File: config.mk
export PLATFORM = sky130hd
export DESIGN_NAME = group_varint_decoder
export DESIGN_NICKNAME = d
export VERILOG_FILES = /design/src/hdl/gvd_pkg.sv /design/src/hdl/gvd_in_reg.sv /design/src/hdl/gvd_core.sv /design/src/hdl/group_varint_decoder.sv
export VERILOG_INCLUDE_DIRS = /design/src /design/src/hdl
export SDC_FILE = /design/constraint.sdc
export NUM_CORES = 1
export LEC_CHECK = 0
export BUFFER_PORTS_ARGS = -buffer_cell sky130_fd_sc_hd__buf_2
export CELL_PAD_IN_SITES_DETAIL_PLACEMENT = 1
export CELL_PAD_IN_SITES_GLOBAL_PLACEMENT = 2
export CORE_MARGIN = 3
export CORE_UTILIZATION = 33
export DETAILED_ROUTE_END_ITERATION = 16
export GPL_ROUTABILITY_DRIVEN = 0
export HOLD_SLACK_MARGIN = 0.15
export PLACE_DENSITY = 0.85
export SLEW_MARGIN = 10
export SYNTH_ARGS = -nofsm -noshare
export SYNTH_HDL_FRONTEND = slang
export SYNTH_SLANG_ARGS = --single-unit
export TNS_END_PERCENT = 30
File: constraint.sdc
create_clock -name i_clk -period 4 [get_ports i_clk]
set_input_delay 0.6 -clock i_clk [delete_from_list [all_inputs] [get_ports i_clk]]
set_output_delay 0.6 -clock i_clk [all_outputs]
set_load 0.05 [all_outputs]
File: src/hdl/group_varint_decoder_assert.svh
// ----------------------------------------------------------------------------
// assertion macros shared by the group varint decoder modules
// ----------------------------------------------------------------------------
`ifndef GROUP_VARINT_DECODER_ASSERT_SVH
`define GROUP_VARINT_DECODER_ASSERT_SVH

// same-cycle implication, checked out of reset
`define GVD_ASSERT_NOW(label, clk, rst_n, ante, cons, msg) \
    label: assert property (@(posedge clk) disable iff (!rst_n) (ante) |-> (cons)) \
        else $error(msg);

// next-cycle implication, checked out of reset
`define GVD_ASSERT_NEXT(label, clk, rst_n, ante, cons, msg) \
    label: assert property (@(posedge clk) disable iff (!rst_n) (ante) |=> (cons)) \
        else $error(msg);

`endif

File: src/hdl/gvd_pkg.sv
// ----------------------------------------------------------------------------
// gvd_pkg
// types and constants shared by the group varint decoder
// ----------------------------------------------------------------------------
`timescale 1ns / 1ps
`default_nettype none

package gvd_pkg;

    localparam int BYTE_W  = 8;
    localparam int VALUE_W = 32;
    localparam int COUNT_W = 24;
    localparam int BYTES_W = 27;
    localparam int PART_W  = 24;

    // descriptor that marks four one-byte values
    localparam logic [BYTE_W-1:0] DESC_ALL_ONE = 8'hFF;
    // last slot of a group
    localparam logic [1:0] LAST_SLOT = 2'd3;

    // one buffered input beat
    typedef struct packed {
        logic              valid;
        logic [BYTE_W-1:0] data;
    } t_beat;

    // one result as produced by the step logic
    typedef struct packed {
        logic               valid;
        logic [VALUE_W-1:0] value;
        logic               last;
        logic [BYTES_W-1:0] bytes;
    } t_result;

endpackage

`default_nettype wire

File: src/hdl/gvd_in_reg.sv
// ----------------------------------------------------------------------------
// gvd_in_reg
// input register: captures one stream byte, frees itself when consumed
// ----------------------------------------------------------------------------
`timescale 1ns / 1ps
`default_nettype none

module gvd_in_reg
    import gvd_pkg::*;
(
    input  wire logic              i_clk,
    input  wire logic              i_rst_n,
    input  wire logic              i_in_valid,
    output logic                   o_in_ready,
    input  wire logic [BYTE_W-1:0] i_stream_byte,
    input  wire logic              i_advance,
    output t_beat                  o_beat
);

    logic              r_valid;
    logic [BYTE_W-1:0] r_data;

    assign o_in_ready = !r_valid || i_advance;

    always_ff @(posedge i_clk) begin
        if (!i_rst_n) begin
            r_valid <= 1'b0;
        end else if (o_in_ready) begin
            r_valid <= i_in_valid;
        end
    end

    // payload, no reset
    always_ff @(posedge i_clk) begin
        if (o_in_ready && i_in_valid) begin
            r_data <= i_stream_byte;
        end
    end

    assign o_beat.valid = r_valid;
    assign o_beat.data  = r_data;

endmodule

`default_nettype wire

File: src/hdl/gvd_core.sv
// ----------------------------------------------------------------------------
// gvd_core
// decode state and the per-byte step: descriptor capture, byte assembly,
// value and byte counting
// ----------------------------------------------------------------------------
`timescale 1ns / 1ps
`default_nettype none

`include "group_varint_decoder_assert.svh"

module gvd_core
    import gvd_pkg::*;
(
    input  wire logic               i_clk,
    input  wire logic               i_rst_n,
    input  wire logic               i_step,
    input  wire logic [BYTE_W-1:0]  i_byte,
    input  wire logic [COUNT_W-1:0] i_value_count,
    output t_result                 o_res
);

    logic               r_expect_desc, n_expect_desc;
    logic [BYTE_W-1:0]  r_desc,        n_desc;
    logic [1:0]         r_slot,        n_slot;
    logic [1:0]         r_bidx,        n_bidx;
    logic [PART_W-1:0]  r_partial,     n_partial;
    logic [COUNT_W-1:0] r_vdone,       n_vdone;
    logic [BYTES_W-1:0] r_bdone,       n_bdone;

    logic [BYTE_W-1:0]  code_sh;
    logic [1:0]         code;
    logic [VALUE_W-1:0] byte_sh;
    logic [VALUE_W-1:0] val;
    logic [BYTES_W-1:0] bdone_inc;
    logic [COUNT_W-1:0] vdone_inc;

    assign code_sh   = r_desc >> {r_slot, 1'b0};
    assign code      = (r_desc == DESC_ALL_ONE) ? 2'd0 : code_sh[1:0];
    assign byte_sh   = {{(VALUE_W-BYTE_W){1'b0}}, i_byte} << {r_bidx, 3'b000};
    assign val       = {{(VALUE_W-PART_W){1'b0}}, r_partial} | byte_sh;
    assign bdone_inc = r_bdone + 1'b1;
    assign vdone_inc = r_vdone + 1'b1;

    always_comb begin
        n_expect_desc = r_expect_desc;
        n_desc        = r_desc;
        n_slot        = r_slot;
        n_bidx        = r_bidx;
        n_partial     = r_partial;
        n_vdone       = r_vdone;
        n_bdone       = r_bdone;
        o_res.valid   = 1'b0;
        o_res.value   = val;
        o_res.last    = 1'b0;
        o_res.bytes   = '0;
        if (i_step) begin
            n_bdone = bdone_inc;
            if (r_expect_desc) begin
                n_desc        = i_byte;
                n_expect_desc = 1'b0;
                n_slot        = 2'd0;
                n_bidx        = 2'd0;
                n_partial     = '0;
            end else if (r_bidx < code) begin
                n_partial = val[PART_W-1:0];
                n_bidx    = r_bidx + 1'b1;
            end else begin
                o_res.valid = 1'b1;
                n_vdone     = vdone_inc;
                if (vdone_inc == i_value_count) begin
                    // array complete: report and start over
                    o_res.last    = 1'b1;
                    o_res.bytes   = bdone_inc;
                    n_expect_desc = 1'b1;
                    n_desc        = '0;
                    n_slot        = 2'd0;
                    n_bidx        = 2'd0;
                    n_partial     = '0;
                    n_vdone       = '0;
                    n_bdone       = '0;
                end else begin
                    n_bidx    = 2'd0;
                    n_partial = '0;
                    if (r_slot == LAST_SLOT) begin
                        n_slot        = 2'd0;
                        n_expect_desc = 1'b1;
                    end else begin
                        n_slot = r_slot + 1'b1;
                    end
                end
            end
        end
    end

    always_ff @(posedge i_clk) begin
        if (!i_rst_n) begin
            r_expect_desc <= 1'b1;
            r_desc        <= '0;
            r_slot        <= 2'd0;
            r_bidx        <= 2'd0;
            r_partial     <= '0;
            r_vdone       <= '0;
            r_bdone       <= '0;
        end else begin
            r_expect_desc <= n_expect_desc;
            r_desc        <= n_desc;
            r_slot        <= n_slot;
            r_bidx        <= n_bidx;
            r_partial     <= n_partial;
            r_vdone       <= n_vdone;
            r_bdone       <= n_bdone;
        end
    end

    // a stored byte position never passes the length code of its slot
    `GVD_ASSERT_NOW(a_bidx_range, i_clk, i_rst_n, 1'b1, r_bidx <= code, "byte index out of range")
    // a descriptor byte never yields a value
    `GVD_ASSERT_NOW(a_desc_no_result, i_clk, i_rst_n, i_step && r_expect_desc, !o_res.valid, "result on descriptor")
    // closing an array clears the counters and waits for a descriptor
    `GVD_ASSERT_NEXT(a_array_restart, i_clk, i_rst_n, o_res.valid && o_res.last, r_expect_desc && (r_bdone == '0) && (r_vdone == '0), "array did not restart")

endmodule

`default_nettype wire

File: src/hdl/group_varint_decoder.sv
// ----------------------------------------------------------------------------
// group_varint_decoder
// decodes a group varint byte stream into 32-bit values, flagging the last
// value of each array together with the stream bytes it took
// ----------------------------------------------------------------------------
//
//  channel   direction  handshake                 payload
//  -------   ---------  ------------------------  ------------------------------
//  in        sink       i_in_valid / o_in_ready   i_stream_byte
//  out       source     o_out_valid / i_out_ready o_decoded_value, o_last_value,
//                                                 o_bytes_used
//  cfg       sink       i_cfg_we (no wait)        i_cfg_data (value_count)
//
//  one byte per cycle sustained while the output is not stalled; a byte reaches
//  the output via the input register, then the step logic into the result reg
//  the step logic is one shift-or plus a 24-bit and a 27-bit increment
//  descriptors and non-final data bytes advance without producing a beat
//  reset is synchronous, active low; value_count resets to 1
//  a stalled output holds the pipe; the input register frees as soon as the
//  result register can take the next step
// ----------------------------------------------------------------------------
`timescale 1ns / 1ps
`default_nettype none

`include "group_varint_decoder_assert.svh"

module group_varint_decoder
    import gvd_pkg::*;
(
    input  wire logic               i_clk,
    input  wire logic               i_rst_n,
    // input byte stream
    input  wire logic               i_in_valid,
    output logic                    o_in_ready,
    input  wire logic [BYTE_W-1:0]  i_stream_byte,
    // decoded values
    output logic                    o_out_valid,
    input  wire logic               i_out_ready,
    output logic [VALUE_W-1:0]      o_decoded_value,
    output logic                    o_last_value,
    output logic [BYTES_W-1:0]      o_bytes_used,
    // configuration
    input  wire logic               i_cfg_we,
    input  wire logic [COUNT_W-1:0] i_cfg_data
);

    t_beat              beat;
    t_result            res;
    logic               step;
    logic               out_free;

    logic [COUNT_W-1:0] r_value_count;

    logic               r_out_valid;
    logic [VALUE_W-1:0] r_out_value;
    logic               r_out_last;
    logic [BYTES_W-1:0] r_out_bytes;

    // values per array
    always_ff @(posedge i_clk) begin
        if (!i_rst_n) begin
            r_value_count <= COUNT_W'(1);
        end else if (i_cfg_we) begin
            r_value_count <= i_cfg_data;
        end
    end

    // the result register can take a new step when empty or being drained
    assign out_free = !r_out_valid || i_out_ready;
    assign step     = beat.valid && out_free;

    gvd_in_reg u_in_reg (
        .i_clk         (i_clk),
        .i_rst_n       (i_rst_n),
        .i_in_valid    (i_in_valid),
        .o_in_ready    (o_in_ready),
        .i_stream_byte (i_stream_byte),
        .i_advance     (step),
        .o_beat        (beat)
    );

    gvd_core u_core (
        .i_clk         (i_clk),
        .i_rst_n       (i_rst_n),
        .i_step        (step),
        .i_byte        (beat.data),
        .i_value_count (r_value_count),
        .o_res         (res)
    );

    // result register
    always_ff @(posedge i_clk) begin
        if (!i_rst_n) begin
            r_out_valid <= 1'b0;
        end else if (out_free) begin
            r_out_valid <= res.valid;
        end
    end

    always_ff @(posedge i_clk) begin
        if (out_free && res.valid) begin
            r_out_value <= res.value;
            r_out_last  <= res.last;
            r_out_bytes <= res.bytes;
        end
    end

    assign o_out_valid     = r_out_valid;
    assign o_decoded_value = r_out_value;
    assign o_last_value    = r_out_last;
    assign o_bytes_used    = r_out_bytes;

    // byte count is only reported on the last value of an array
    `GVD_ASSERT_NOW(a_bytes_only_last, i_clk, i_rst_n, r_out_valid && !r_out_last, r_out_bytes == '0, "byte count on non-last beat")
    // input only backs up behind a stalled output
    `GVD_ASSERT_NOW(a_ready_cause, i_clk, i_rst_n, !o_in_ready, r_out_valid && !i_out_ready, "input stalled without output stall")
    // a stalled output beat stays put
    `GVD_ASSERT_NEXT(a_out_hold, i_clk, i_rst_n, r_out_valid && !i_out_ready, r_out_valid && $stable(r_out_value), "output beat changed while stalled")

endmodule

`default_nettype wire

==> impl_results.md <==
* GRT Util Overall at 15.91%
* FP Rows at between 50 and 60
* Hold/Removal Path Class: input port to flop
* Post-CTS resize count at 0
* Hold_ws at 0.3383 ns
* RSZ-0062 raised after global routing: no
* I/O pins at slightly below 100
* Tot Pwr at about 4000 µW
* Clock period minus worst slack at between 3 and 4 ns
* Number of global-route vias before repair at around 6.6k
* Worst Tran Pin Value at 0.9089 ns
* Final slew viol count at 0
* Most common cell in the synthesized netlist: nor2_1
* Setup bufs post-CTS at 0
* Grt ovf at 0
* CP arrival at 3.69 ns
* Area grow syn2layout at 16.40%
* Core footprint at 0.02525 mm²
* CTS max path bufs at 2
* Vias/cell at 5.219
* Via count at 6707
* Maximum vdd ir drop at 280.7 µV
* DP HPWL at 15160 µm
* Outcome: finished clean
* Die Width at roughly 170 µm
* Worst setup EP type: flop
* Synth top area cells: dfxtp_1 (27%), edfxtp_1 (24%), nor2_1 (5.9%)
* Yosys top cell by area: dfxtp_1
* Max Fanout on Critical Path at 20
* Final Skew at 0.02704 ns
* Pin count of the biggest net entering global routing at 63
* Total CTS buffers at 17
* Syn_nets at between 900 and 1k
* Clk_lat worst skew at 0.45 ns
* Reg clk slew, reported paths at ~0.080 ns
* Fin crit share at between 80% and 90%
* Maxcap violations at 0
* Routed Antenna Nets at 0
* Final hold violation count at 0
* Sequential-to-total area share from yosys stat at 50.87%
* Layout cell share with drive strength beyond 1 at between 10% and 20%
* Max Clk Rate at a little under 300 MHz
* Main synth FF type: dfxtp_1
* Die area at 0.02772 mm²
* Top cells by count, synth: nor2_1 (134), dfxtp_1 (114), edfxtp_1 (68)
* CTS Sinks at between 150 and 200
* Setup violations, final at 0
* Syn avg cell area at 9.793 µm²
* TNS Setup at 0 ns
* 1st-pass router iterations at 4
* Iter 0 DRT Violations at 418
* First-pass GRT wire length at between 30000 and 40000 µm
* Inserted Diodes at 0
* Warnings, synthesis at 0
* Nets at 984
* CTS Hold Bufs at 0
* Critical Path RT at 4.29 ns
* Pwr dens at roughly 400 mW/mm²
* Number of distinct library cells after synthesis at 68
* Area share of the largest cell type after synthesis at 26.85%
* Slew HR at 39.34%
* Final wirelength at 21970 µm
* WL/cell at 17.10 µm
* Synth Cell Area at approximately 0.0085 mm²
* Lkg Pwr at approximately 0.0038 µW
* Post-route DRC at 0
* Cells after DPL at roughly 1.3k
* Fraction of registers with async set/reset at 0%
* Root Buffer Master: clkbuf_16
* Initial antenna violation count at 0
* Mapped Cells at 868
* H-tree Lvls at 4
* Initial Util at 33.66%
* Die H at 166.5 µm
* CTS tree: built
* Post-Layout Cell Count at between 1k and 1.5k
* Buffers on Ports at 98
* FF+latch count, synth at approximately 180
* Kind of critical path: flop to flop
* Type of element launching the critical path: flop
* Post-synth EDFFs at 68
## metrics by stage
step / util [%] / area, µm² / setup slack, ns
global placement: 36.69 / 9265 / 0.7197
finish: 39.18 / 9894 / 0.6037
CTS: 39.18 / 9894 / 0.6096
detailed placement: 36.69 / 9265 / 0.6576
global route: 39.18 / 9894 / 0.2827
floorplan: - / 8502 / 0.7995
## final timing paths
kind,startpoint,to,slack (ns),cells past startpoint
worst min-delay path,i_stream_byte[3],u_in_reg.r_data[3]$_DFFE_PP_,0.34,1
worst max register to register,u_core.r_vdone[8]$_SDFFE_PN0P_,u_core.r_vdone[17]$_SDFFE_PN0P_,0.60,10
worst min register to register,u_core.r_desc[4]$_SDFFE_PN0P_,u_core.r_desc[4]$_SDFFE_PN0P_,0.50,1
worst max-delay path,u_core.r_vdone[8]$_SDFFE_PN0P_,u_core.r_vdone[17]$_SDFFE_PN0P_,0.60,10
## cells in the final DEF (no fill, tap or decap), types with 13 or more instances in the layout
master,instances
xnor2_1,45
dfxtp_1,114
nor3_1,14
nand2_1,61
and3_1,18
xor2_1,39
o21ai_0,67
buf_4,13
nand3_1,27
clkbuf_16,17
nor4_1,22
nor2_1,134
edfxtp_1,68
nand4_1,19
buf_2,98
mux2i_1,27
a21oi_1,15
a21o_1,26
## layout make-up
class / instances / area, µm²
sequential: 182 / 4324
clock inverter: 15 / 203.9
timing repair buffer: 112 / 608.1
multi-input combinational: 620 / 3886
tap: 330 / 412.9
fill: 2906 / 15360
inverter: 9 / 33.78
clock buffer: 17 / 425.4
## per-layer routing
metal  GRT usage [%]  vias to the layer above  share of wire (%)
met2           25.67                      138                 47
met5               0                        -                  0
met4           3.981                        0                1.2
li1                -                     3245                  -
met3           2.967                       19                4.3
met1           22.18                     3305                 48
## critical path, stage by stage, from the launching register on
cell and delay, ns:
dfxtp_1 0.54, nand4_2 0.40, nor4_1 0.39, buf_4 0.19, xnor2_1 0.18, nor4bb_1 0.33
nand4_1 0.12, or4b_1 0.62, buf_4 0.27, o21ai_0 0.12, o21ai_0 0.12
## power breakdown
part           internal [µW]  switching, µW  leakage [µW]  total [µW]
Combinational           96.3            170       0.00193         267
Sequential              1960           42.3       0.00156        2000
Clock                    878            903      0.000306        1780
Total                   2930           1120       0.00380        4050
## registers in the layout, indices dropped and copies added, names as in the netlist, 2 cells and up
name / cells
o_bytes_used: 27
o_decoded_value: 32
r_value_count: 24
u_core.r_bdone: 27
u_core.r_bidx: 2
u_core.r_desc: 8
u_core.r_partial: 24
u_core.r_slot: 2
u_core.r_vdone: 24
u_in_reg.r_data: 8
## cell families (layout without fill, tap and decap cells)
kind of cell,after synthesis,in the layout,share of synthesized area [%]
adder cells (fa/ha/maj),5,5,0.7359
AND/OR/NAND/NOR,350,350,20.80
AO/OA/AOI/OAI,150,150,11.38
multiplexers,30,30,3.842
flip-flops,182,182,50.87
buffers and inverters,66,153,3.444
XOR/XNOR,85,85,8.934
(Power assumes the default switching activity.)
